### config.mk
export PLATFORM = sky130hd
export DESIGN_NAME = fifo_cache_miss_counter
export DESIGN_NICKNAME = d
export VERILOG_FILES = /design/src/rtl/fcmc_pkg.sv /design/src/rtl/fcmc_front.sv /design/src/rtl/fcmc_back.sv /design/src/rtl/fifo_cache_miss_counter.sv
export SDC_FILE = /design/constraint.sdc
export NUM_CORES = 2
export LEC_CHECK = 0
export BUFFER_PORTS_ARGS = -buffer_cell sky130_fd_sc_hd__buf_2
export CORE_MARGIN = 1.5
export CORE_UTILIZATION = 49
export CTS_CLUSTER_SIZE = 8
export DETAILED_ROUTE_END_ITERATION = 8
export MAX_ROUTING_LAYER = met4
export PLACE_DENSITY = 0.62
export SLEW_MARGIN = 20
export SYNTH_ARGS = -nofsm -noshare
export SYNTH_HDL_FRONTEND = slang
export SYNTH_SLANG_ARGS = --single-unit
### constraint.sdc
create_clock -name clk -period 6.9 [get_ports clk]
set_input_delay 0.345 -clock clk [delete_from_list [all_inputs] [get_ports clk]]
set_output_delay 0.345 -clock clk [all_outputs]
set_load 0.02 [all_outputs]
### src/rtl/fcmc_pkg.sv
`timescale 1ns / 1ps

package fcmc_pkg;

  // Cache geometry
  localparam int MAX_ENTRIES = 128;
  localparam int KEY_BITS    = 16;
  localparam int LANES       = 8;                    // keys compared per memory row
  localparam int ROWS        = MAX_ENTRIES / LANES;
  localparam int IDX_BITS    = $clog2(MAX_ENTRIES);
  localparam int LANE_BITS   = $clog2(LANES);
  localparam int ROW_BITS    = IDX_BITS - LANE_BITS;

  // Capacity register and miss counter
  localparam int CAP_BITS = 8;
  localparam logic [CAP_BITS-1:0] CAP_RESET = CAP_BITS'(MAX_ENTRIES);
  localparam int CNT_BITS = 32;

  // Lookup queue between front and back
  localparam int QUEUE_DEPTH = 2;
  localparam int Q_PTR_BITS  = $clog2(QUEUE_DEPTH);

  // Stream payload widths (padded to whole bytes)
  localparam int IN_DATA_BITS  = 16;
  localparam int OUT_DATA_BITS = 40;

  typedef struct packed {
    logic                valid;
    logic [KEY_BITS-1:0] key;
  } fcmc_item_t;

  typedef struct packed {
    logic                hit;
    logic [CNT_BITS-1:0] miss_total;
  } fcmc_result_t;

  typedef enum logic [1:0] {
    ST_IDLE,
    ST_SCAN,
    ST_DRAIN,
    ST_DONE
  } fcmc_state_t;

endpackage

### src/rtl/fcmc_front.sv
`timescale 1ns / 1ps

module fcmc_front (
  input  logic                             clk,
  input  logic                             rst_n,
  input  logic                             in_tvalid,
  output logic                             in_tready,
  input  logic [fcmc_pkg::IN_DATA_BITS-1:0] in_tdata,   // [15:0] key
  input  logic                             q_pop,
  output fcmc_pkg::fcmc_item_t             q_head
);
  import fcmc_pkg::*;

  logic [KEY_BITS-1:0]   slot_r [QUEUE_DEPTH];
  logic [Q_PTR_BITS-1:0] wr_ptr_r;
  logic [Q_PTR_BITS-1:0] rd_ptr_r;
  logic [Q_PTR_BITS:0]   count_r;
  logic                  push;
  logic                  pop;

  assign in_tready = (count_r != (Q_PTR_BITS+1)'(QUEUE_DEPTH));
  assign push      = in_tvalid && in_tready;
  assign pop       = q_pop && (count_r != '0);

  assign q_head.valid = (count_r != '0);
  assign q_head.key   = slot_r[rd_ptr_r];

  // Key storage
  always_ff @(posedge clk) begin
    if (push) begin
      slot_r[wr_ptr_r] <= in_tdata[KEY_BITS-1:0];
    end
  end

  // Queue pointers and fill level
  always_ff @(posedge clk) begin
    if (!rst_n) begin
      wr_ptr_r <= '0;
      rd_ptr_r <= '0;
      count_r  <= '0;
    end else begin
      if (push) begin
        wr_ptr_r <= wr_ptr_r + 1'b1;
      end
      if (pop) begin
        rd_ptr_r <= rd_ptr_r + 1'b1;
      end
      if (push && !pop) begin
        count_r <= count_r + 1'b1;
      end else if (pop && !push) begin
        count_r <= count_r - 1'b1;
      end
    end
  end

endmodule

### src/rtl/fcmc_back.sv
`timescale 1ns / 1ps

module fcmc_back (
  input  logic                          clk,
  input  logic                          rst_n,
  input  logic                          cfg_valid,
  output logic                          cfg_ready,
  input  logic [fcmc_pkg::CAP_BITS-1:0] cfg_data,
  input  fcmc_pkg::fcmc_item_t          q_head,
  output logic                          q_pop,
  output logic                          out_valid,
  input  logic                          out_ready,
  output fcmc_pkg::fcmc_result_t        out_result
);
  import fcmc_pkg::*;

  // Key store: one row holds LANES keys, read a row per cycle
  logic [KEY_BITS-1:0] key_mem [ROWS][LANES];
  logic [KEY_BITS-1:0] rd_row_r [LANES];

  logic [MAX_ENTRIES-1:0] valid_r;
  logic [CAP_BITS-1:0]    cap_r;
  logic [IDX_BITS-1:0]    ptr_r;
  logic [CNT_BITS-1:0]    miss_cnt_r;
  logic [KEY_BITS-1:0]    key_r;
  logic [ROW_BITS-1:0]    row_r;
  logic [ROW_BITS-1:0]    pend_row_r;
  logic                   pend_r;
  logic                   hit_r;
  logic                   out_valid_r;
  fcmc_result_t           out_result_r;
  fcmc_state_t            state_r;
  fcmc_state_t            state_nxt;

  logic [CAP_BITS-1:0] cap_eff;
  logic [CAP_BITS-1:0] cap_m1;
  logic [ROW_BITS-1:0] last_row;
  logic                row_hit;
  logic [IDX_BITS-1:0] ins_ptr;
  logic [CAP_BITS-1:0] ptr_inc;
  logic [IDX_BITS-1:0] ptr_nxt;
  logic [CNT_BITS-1:0] miss_cnt_nxt;
  logic                out_free;
  logic                start;
  logic                rd_en;
  logic                done_fire;

  assign cfg_ready  = 1'b1;
  assign out_valid  = out_valid_r;
  assign out_result = out_result_r;
  assign out_free   = !out_valid_r || out_ready;

  // Capacity in use: zero acts as one, large values clip to the entry count
  always_comb begin
    cap_eff = cap_r;
    if (cap_r == '0) begin
      cap_eff = CAP_BITS'(1);
    end else if (cap_r > CAP_BITS'(MAX_ENTRIES)) begin
      cap_eff = CAP_BITS'(MAX_ENTRIES);
    end
  end

  assign cap_m1   = cap_eff - 1'b1;
  assign last_row = cap_m1[IDX_BITS-1:LANE_BITS];

  // Compare the row read last cycle against the key
  always_comb begin
    logic [IDX_BITS-1:0] idx;
    row_hit = 1'b0;
    for (int l = 0; l < LANES; l++) begin
      idx = {pend_row_r, LANE_BITS'(l)};
      if (valid_r[idx] && (rd_row_r[l] == key_r) && (CAP_BITS'(idx) < cap_eff)) begin
        row_hit = 1'b1;
      end
    end
  end

  // Insert slot and pointer advance on a miss
  assign ins_ptr = (CAP_BITS'(ptr_r) >= cap_eff) ? '0 : ptr_r;
  assign ptr_inc = CAP_BITS'(ins_ptr) + 1'b1;
  assign ptr_nxt = (ptr_inc >= cap_eff) ? '0 : ptr_inc[IDX_BITS-1:0];
  assign miss_cnt_nxt = (miss_cnt_r == '1) ? miss_cnt_r : miss_cnt_r + 1'b1;

  // Next state
  always_comb begin
    state_nxt = state_r;
    unique case (state_r)
      ST_IDLE: begin
        if (q_head.valid) begin
          state_nxt = ST_SCAN;
        end
      end
      ST_SCAN: begin
        if (row_r == last_row) begin
          state_nxt = ST_DRAIN;
        end
      end
      ST_DRAIN: begin
        state_nxt = ST_DONE;
      end
      ST_DONE: begin
        if (out_free) begin
          state_nxt = ST_IDLE;
        end
      end
      default: begin
        state_nxt = ST_IDLE;
      end
    endcase
  end

  // State outputs
  always_comb begin
    start     = 1'b0;
    rd_en     = 1'b0;
    done_fire = 1'b0;
    unique case (state_r)
      ST_IDLE:  start     = q_head.valid;
      ST_SCAN:  rd_en     = 1'b1;
      ST_DRAIN: ;
      ST_DONE:  done_fire = out_free;
      default:  ;
    endcase
  end

  assign q_pop = start;

  // Key memory: row read, single key write on a miss
  always_ff @(posedge clk) begin
    if (rd_en) begin
      for (int l = 0; l < LANES; l++) begin
        rd_row_r[l] <= key_mem[row_r][l];
      end
    end
    if (done_fire && !hit_r) begin
      key_mem[ins_ptr[IDX_BITS-1:LANE_BITS]][ins_ptr[LANE_BITS-1:0]] <= key_r;
    end
  end

  // Item payload and scan bookkeeping
  always_ff @(posedge clk) begin
    if (start) begin
      key_r <= q_head.key;
    end
    if (rd_en) begin
      pend_row_r <= row_r;
    end
    if (done_fire) begin
      out_result_r.hit        <= hit_r;
      out_result_r.miss_total <= hit_r ? miss_cnt_r : miss_cnt_nxt;
    end
  end

  // Control state
  always_ff @(posedge clk) begin
    if (!rst_n) begin
      state_r     <= ST_IDLE;
      cap_r       <= CAP_RESET;
      valid_r     <= '0;
      ptr_r       <= '0;
      miss_cnt_r  <= '0;
      row_r       <= '0;
      pend_r      <= 1'b0;
      hit_r       <= 1'b0;
      out_valid_r <= 1'b0;
    end else begin
      state_r <= state_nxt;
      pend_r  <= rd_en;
      if (cfg_valid) begin
        cap_r <= cfg_data;
      end
      if (start) begin
        row_r <= '0;
        hit_r <= 1'b0;
      end else begin
        if (rd_en) begin
          row_r <= row_r + 1'b1;
        end
        if (pend_r && row_hit) begin
          hit_r <= 1'b1;
        end
      end
      if (done_fire && !hit_r) begin
        valid_r[ins_ptr] <= 1'b1;
        ptr_r            <= ptr_nxt;
        miss_cnt_r       <= miss_cnt_nxt;
      end
      if (done_fire) begin
        out_valid_r <= 1'b1;
      end else if (out_ready) begin
        out_valid_r <= 1'b0;
      end
    end
  end

endmodule

### src/rtl/fifo_cache_miss_counter.sv
`timescale 1ns / 1ps
// Channel   Ports                              Beat contents
// in_       in_tvalid in_tready in_tdata       [15:0] key
// out_      out_tvalid out_tready out_tdata    [0] hit, [32:1] miss_total, rest zero
// cfg_      cfg_valid cfg_ready cfg_data       [7:0] capacity
//
// A lookup pops the key, then reads the key store one row of 8 keys per cycle up to
// the row of the last slot of cap, cap being the capacity clipped to 1..128, and
// compares all 8 at once; a drain step and an update step follow.
// Reset is synchronous, active low: valid bits, pointer and miss count clear,
// capacity returns to 128. A two-beat queue keeps taking keys while a result
// waits on out_tready; the output register holds until it is taken.

module fifo_cache_miss_counter (
  input  logic                               clk,
  input  logic                               rst_n,
  input  logic                               in_tvalid,
  output logic                               in_tready,
  input  logic [fcmc_pkg::IN_DATA_BITS-1:0]  in_tdata,   // [15:0] key
  output logic                               out_tvalid,
  input  logic                               out_tready,
  output logic [fcmc_pkg::OUT_DATA_BITS-1:0] out_tdata,  // [0] hit, [32:1] miss_total
  input  logic                               cfg_valid,
  output logic                               cfg_ready,
  input  logic [fcmc_pkg::CAP_BITS-1:0]      cfg_data    // [7:0] capacity
);
  import fcmc_pkg::*;

  fcmc_item_t   q_head;
  logic         q_pop;
  fcmc_result_t result;

  fcmc_front u_front (
    .clk       (clk),
    .rst_n     (rst_n),
    .in_tvalid (in_tvalid),
    .in_tready (in_tready),
    .in_tdata  (in_tdata),
    .q_pop     (q_pop),
    .q_head    (q_head)
  );

  fcmc_back u_back (
    .clk        (clk),
    .rst_n      (rst_n),
    .cfg_valid  (cfg_valid),
    .cfg_ready  (cfg_ready),
    .cfg_data   (cfg_data),
    .q_head     (q_head),
    .q_pop      (q_pop),
    .out_valid  (out_tvalid),
    .out_ready  (out_tready),
    .out_result (result)
  );

  // Pack result fields, hit in the lowest bit
  assign out_tdata = OUT_DATA_BITS'({result.miss_total, result.hit});

endmodule

After elaboration in Yosys (flattened, before gate mapping)
Memory sizes are Yosys's and may differ from the RTL's. A register that Yosys moved wholly into a read port is not among the register bits.
Cells that the tools add are included.
{"block": "word_totals", "reg_bits": 225, "mem_bits_rw": 2208, "inputBits": 29, "out_inout_bits": 43, "memories": 3}
{"memory": "u_back.key_mem", "depth": 16, "width": 128, "rd": 1, "rd_ports_with_merged_regs": 1, "wr": 1, "line": "fcmc_back.sv:18", "text": "logic [KEY_BITS-1:0] key_mem [ROWS][LANES];"}
{"memory": "u_back.rd_row_r", "depth": 8, "width": 16, "rd": 8, "rd_ports_with_merged_regs": 0, "wr": 8, "line": "fcmc_back.sv:19", "text": "logic [KEY_BITS-1:0] rd_row_r [LANES];"}
{"memory": "u_front.slot_r", "depth": 2, "width": 16, "rd": 1, "rd_ports_with_merged_regs": 1, "wr": 1, "line": "fcmc_front.sv:14", "text": "logic [KEY_BITS-1:0] slot_r [QUEUE_DEPTH];"}
{"block": "classes", "add_sub_neg": 8, "magnitude_cmp": 23, "n_eq_ne": 17, "muxes": 53, "bitwise": 3, "n_reduce_logical": 36}
{"cell": "16-bit == test", "n": 8}
{"cell": "128-bit 2-to-1 mux", "n": 1}
{"cell": "128-bit bitwise OR", "n": 1}
{"cell": "7-bit by 8-bit < comparator with 1-bit output (second input constant)", "n": 9}
{"cell": "7-bit by 8-bit < comparator with 1-bit output", "n": 8}
{"cell": "32-bit 2-to-1 mux", "n": 2}
{"cell": "16-bit demux with 3-bit select", "n": 1}
{"cell": "32-bit by 1-bit adder with 32-bit output (second input constant)", "n": 1}
{"cell": "1-bit binary-select mux with 4-bit select", "n": 8}
{"cell": "32-bit == test (second input constant)", "n": 1}
{"cell": "1-bit 2-to-1 mux", "n": 27}
{"cell": "1-bit logical AND", "n": 24}
{"cell": "16-bit 2-to-1 mux", "n": 1}
{"cell": "8-bit 2-to-1 mux", "n": 2}
{"cell": "7-bit 2-to-1 mux", "n": 2}
{"cell": "2-bit 2-to-1 mux", "n": 5}
{"cell": "7-bit by 1-bit adder with 8-bit output (second input constant)", "n": 1}
{"cell": "7-bit by 8-bit greater-or-equal comparator with 1-bit output", "n": 1}
{"cell": "8-bit greater-or-equal comparator", "n": 1}
{"cell": "8-bit > comparator (second input constant)", "n": 1}
{"cell": "8-bit zero test", "n": 1}
{"cell": "4-bit 2-to-1 mux", "n": 2}
{"cell": "2-bit case mux with 4 select lines", "n": 1}
{"cell": "1-bit demux with 7-bit select", "n": 1}
{"cell": "21 further kinds", "n": 30}

Longest topological paths before layout
{"block": "depth", "word_depth": 14, "depth_mapped": 24, "ltp_nobuf": 22}

Cells and area by module
From an unflattened synthesis, not the netlist that was laid out.
{"block": "hier_totals", "cells_unflattened": 4344, "area_unflattened_um2": 94356.7}
{"module": "fcmc_back", "instances": 1, "cells_per_inst": 4262, "area_each_um2": 92906.6}
{"module": "fcmc_front", "instances": 1, "cells_per_inst": 74, "area_each_um2": 1393.8}
{"module": "fifo_cache_miss_counter", "instances": 1, "cells_per_inst": 8, "area_each_um2": 56.3}

Least setup slack after synthesis
Ideal clock, no wire load.
{"block": "synth_timing", "path_type": "register -> register", "from": "register u_back.cap_r[5]", "to": "memory u_back.key_mem[9][80] (netlist name) (enable)", "setup_time_ns": 0.434, "arrival_time_ns": 4.322, "setup_slack_ns": 2.144, "stages_incl_launch_ff": 14, "path_buffers": 2, "synth_period_minus_slack_ns": 4.756, "cell_sequence": "dfxtp_1 > clkbuf_1 > nor4_1 > a21oi_1 > nor2_1 > ha_1 > nand2b_1 > a21oi_1 > o21a_1 > o21ai_1 > a311o_1 > or2_1 > buf_4 > nor4_1"}
{"block": "synth_via", "elab_chain_cells": 11, "word_cells_on_any_way": 13, "classes_between": "order compare (4); mux (6); bitwise (1); reduce/logical (2)"}
{"item": "start, declared", "line": "fcmc_back.sv:22", "text": "logic [CAP_BITS-1:0] cap_r;"}
{"item": "start signal, assigned", "line": "fcmc_back.sv:170", "text": "cap_r <= cfg_data;"}
{"item": "8-bit > comparator", "line": "fcmc_back.sv:58", "text": "end else if (cap_r > CAP_BITS'(MAX_ENTRIES)) begin"}
{"item": "8-bit 2-to-1 mux", "line": "fcmc_back.sv:58"}
{"item": "8-bit 2-to-1 mux *", "line": "fcmc_back.sv:56", "text": "if (cap_r == '0) begin"}
{"item": "7-bit by 8-bit greater-or-equal comparator with 1-bit output *", "line": "fcmc_back.sv:79", "text": "assign ins_ptr = (CAP_BITS'(ptr_r) >= cap_eff) ? '0 : ptr_r;"}
{"item": "7-bit 2-to-1 mux *", "line": "fcmc_back.sv:79"}
{"item": "3-bit NOT with 4-bit output (not written as such)", "line": "fcmc_back.sv:136", "text": "key_mem[ins_ptr[IDX_BITS-1:LANE_BITS]][ins_ptr[LANE_BITS-1:0]] <= key_r;"}
{"item": "4-bit greater-or-equal comparator (not written as such) / 4-bit by 1-bit < comparator with 1-bit output (equally long branches)", "line": "fcmc_back.sv:136"}
{"item": "1-bit logical AND (not written as such)", "line": "fcmc_back.sv:136"}
{"item": "16-bit 2-to-1 mux (not written as such)", "line": "fcmc_back.sv:136"}
{"item": "16-bit demux with 3-bit select", "line": "fcmc_back.sv:136"}
{"item": "128-bit 2-to-1 mux (not written as such)", "line": "fcmc_back.sv:136"}
{"item": "end, declared", "line": "fcmc_back.sv:18"}
Mark *: on every way between the ends. The rest lies on a longest branch, timed or not.

Final worst setup path
{"block": "layout_timing", "from": "register u_back.cap_r[5]", "to": "register u_back.ptr_r[3]"}
{"block": "layout_via", "elab_chain_cells": 8, "word_cells_on_any_way": 9, "classes_between": "add/sub (1); order compare (3); mux (4); reduce/logical (1)"}
{"item": "8-bit > comparator", "line": "fcmc_back.sv:58"}
{"item": "8-bit 2-to-1 mux", "line": "fcmc_back.sv:58"}
{"item": "8-bit 2-to-1 mux *", "line": "fcmc_back.sv:56"}
{"item": "7-bit by 8-bit greater-or-equal comparator with 1-bit output", "line": "fcmc_back.sv:79"}
{"item": "7-bit 2-to-1 mux", "line": "fcmc_back.sv:79"}
{"item": "7-bit by 1-bit adder with 8-bit output", "line": "fcmc_back.sv:80", "text": "assign ptr_inc = CAP_BITS'(ins_ptr) + 1'b1;"}
{"item": "8-bit greater-or-equal comparator", "line": "fcmc_back.sv:81", "text": "assign ptr_nxt = (ptr_inc >= cap_eff) ? '0 : ptr_inc[IDX_BITS-1:0];"}
{"item": "7-bit 2-to-1 mux *", "line": "fcmc_back.sv:81"}
{"item": "end signal, assigned", "line": "fcmc_back.sv:185", "text": "ptr_r <= ptr_nxt;"}
{"item": "end, declared", "line": "fcmc_back.sv:23", "text": "logic [IDX_BITS-1:0] ptr_r;"}
Marks and branches as above.
A chain may end at the register's enable or synchronous reset.

==> flow_summary.yaml <==
sta:
  slew_headroom_pct: 23.9
  setup_violations: 0
  final.period_utilization_pct: 78.7
  fin_skew_ps: 42.4
  final_hold_viol_count: 0
  rsz0062_at_grt: "no"
  worst_pin_slew_ps: 1140
  min_period_ps: 5430
  maxSlewViolCount: 0
  setup_tns_ps: 0
  clock.fmax_mhz: 184
global_routing:
  antenna_found_initial: 9
  grt.overflow.total: 0
  grt_pass1_wl_um: 320000
  grt_pass1_vias: 46000
  grt_use_total_pct: 23.0
  grt_max_degree: 142
logic_synthesis:
  synthTopCellsByCount: "edfxtp_1 (2,261), mux4_2 (657), dfxtp_1 (192)"
  synth_top_area_share_pct: 71.6
  yosys_warnings: 0
  seq_area_frac_synth_pct: 75.6
  synth_top_area_cell: "edfxtp_1"
  synthFlopType: "edfxtp_1"
  netlist_area_mm2: 0.0949
  synth_edf_count: 2261
  synth_most_common_cell: "edfxtp_1"
  syn_inst: 4371
  ys_types: 63
  syn_area_per_cell_um2: 21.7
  synthArstFlopShare_pct: 0
  yosys-top-cells-area: "edfxtp_1 (72%), mux4_2 (16%), dfxtp_1 (4.1%), xnor2_1 (1.0%), o21a_1 (1.0%)"
  synth-seq-cells: 2453
routing:
  drt-initial-drc-count: 4510
  drt-total-wl_um: 218000
  first_pass_iters: 7
  wl_per_cell_um: 29.3
  num_vias: 45100
  ant_nets: 0
  vias_per_cell: 6.04
  drc: 0
critical_path:
  worstSetupStartpoint: "u_back.cap_r[5]"
  r2r_cells: 22
  cp.arrival_ps: 6280
  cp-start-kind: "register"
  crit_required_ps: 7750
  crit_fanout: 8
  crit_type: "register to register"
  r2r-start: "u_back.cap_r[5]"
  critPathCaptureType: "register"
cts:
  clk_latency_ps: 920
  clk_pin_slew_worst_paths_ps: 50
  cts-root-buf: "clkbuf_16"
  cts_made_buffers: 356
  cts_resized: 0
  cts_sinks: 2453
  cts_buffer_depth: 4
  cts_tree: "built"
  ctsHtreeMaxLevel: 5
pwr:
  power_switching_uw: 10800
  power_switching_share_pct: 26.1
  pwr-share-clk_pct: 36.9
  intPower_uw: 30500
  p_seq_share_pct: 45.7
  power.density_mw_per_mm2: 376
  ir_worst_vdd_uv: 287
  power_leakage_uw: 0.0338
  combPwrFrac_pct: 17.4
placed_design:
  place.gp.congestion: 0.844
  dp_cells: 6905
  dp_hpwl_um: 123000
  numPortBuffers: 63
floorplanning:
  die-area_mm2: 0.196
  core_mm2: 0.192
  die_h_um: 443
  ioPinCount: 72
  start_util_pct: 49.3
  die_w_um: 443
  std_cell_rows: 161
final_layout:
  syn_to_final_growth_pct: 15.9
  fin_nets: 4836
  layout-drive-gt1-share_pct: 29.9
  final_cells: 7464
min_path:
  holdPathStages: 2
  hp-start: "in_tdata[14]"
  hold_class: "input port to register"
run:
  max-cap-violations: 0
run_status:
  status: "finished, final reports clean"
==> layer usage <==
layer / vias to the layer above / global-route usage, % / share of wire, % / wire length, um
met5: - / - / 0 / 0
met4: 0 / 5.91 / 2.0 / 4450
met1: 24300 / 32.6 / 44 / 95000
li1: 18900 / - / - / -
met2: 1486 / 35.4 / 49 / 106000
met3: 368 / 3.61 / 5.8 / 12700
==> final timing paths <==
check / slack (ps) / endpoint
setup / recovery: 1470 / u_back.ptr_r[3]
hold reg to reg: 460 / u_back.valid_r[87]
hold / removal: 160 / u_front.slot_r[1][14]
setup reg to reg: 1470 / u_back.ptr_r[3]
==> placed cells by master, fill, tap and decap left out, drive strengths merged, types with 62 or more instances in the layout <==
| cell type | count |
|---|---|
| nand2 | 62 |
| mux4 | 657 |
| xnor2 | 111 |
| nor2 | 106 |
| clkbuf | 506 |
| buf | 276 |
| edfxtp | 2261 |
| o21a | 127 |
| xor2 | 89 |
| dfxtp | 192 |
| nor4 | 111 |
==> state kept, by name, summed over array words and instances (netlist names), 4 cells and up, named ones only <==
signal and cells:
u_back.ptr_r 7, u_back.valid_r 128, u_front.slot_r 32, u_back.out_result 33, u_back.row_r 4, u_back.key_r 16
u_back.cap_r 8, u_back.key_mem 2048, u_back.pend_row_r 4, u_back.rd_row_r 128, u_back.miss_cnt_r 32
==> worst max-delay path, stage by stage, from the launching register on <==
cell	delay [ps]
dfxtp_1	380
nor4_1	520
a21oi_1	180
nor2_1	260
ha_1	290
nand2b_1	150
a21oi_1	170
o21a_1	130
o21ai_1	90
a21oi_1	420
nor2_4	80
nor2_1	210
ha_1	230
nand3_1	200
o21a_1	260
o21a_1	200
ha_1	200
a2111oi_0	490
nor2b_1	210
a221o_1	190
nor3b_1	300
o21ai_0	140
nand2_1	80
==> per-stage QoR <==
step / cell area [um2] / util [%] / setup WS (ps) / total power (uW) / hold slack (ps)
2_1_floorplan: 94900 / - / 2140 / 23700 / 406
3_3_place_gp: 99800 / 51.9 / 1670 / 26300 / 440
3_5_place_dp: 99800 / 51.9 / 1580 / 26500 / 449
4_1_cts: 110000 / 57.1 / 1550 / 41800 / 87.9
5_1_grt: 110000 / 57.1 / 772 / 42700 / 122
6_report: 110000 / 57.1 / 1470 / 41300 / 157
==> area by class of cell <==
class,instances,area (um2)
antenna,5,12.5
clock buffer,504,9560
clock inverter,9,86.3
fill,13800,82500
inverter,13,48.8
multi-input combinational,1640,22700
sequential,2453,71800
tap,2526,3160
timing repair buffer,314,2590
==> power by group through the flow <==
| stage | combinational [uW] | sequential (uW) | clock [uW] |
|---|---|---|---|
| after detailed placement | 7330 | 19100 | 0 |
| final | 7190 | 18900 | 15200 |
| after global routing | 7720 | 18900 | 16100 |
| after CTS | 7360 | 18900 | 15500 |
| after floorplan | 3740 | 19900 | 0 |
| after global placement | 7220 | 19100 | 0 |
==> cells by family after synthesis <==
| kind of cell | count (synthesis) | synth area share (%) |
|---|---|---|
| AOI/OAI and AO/OA | 235 | 1.77 |
| adders and majority gates | 29 | 0.383 |
| and+or+nand+nor | 467 | 2.98 |
| DFF | 2453 | 75.6 |
| buffers and inverters | 284 | 1.30 |
| muxes | 701 | 16.1 |
| other | 2 | 0.00792 |
| xor gates and xnor gates | 200 | 1.85 |
==> repair_timing <==
item / 4_1_cts / 5_1_grt
hold endpoints to repair: 83 / 0
setup buffers: 0 / 0
hold buffers: 36 / 0
Power figures use the tool's default switching activity.
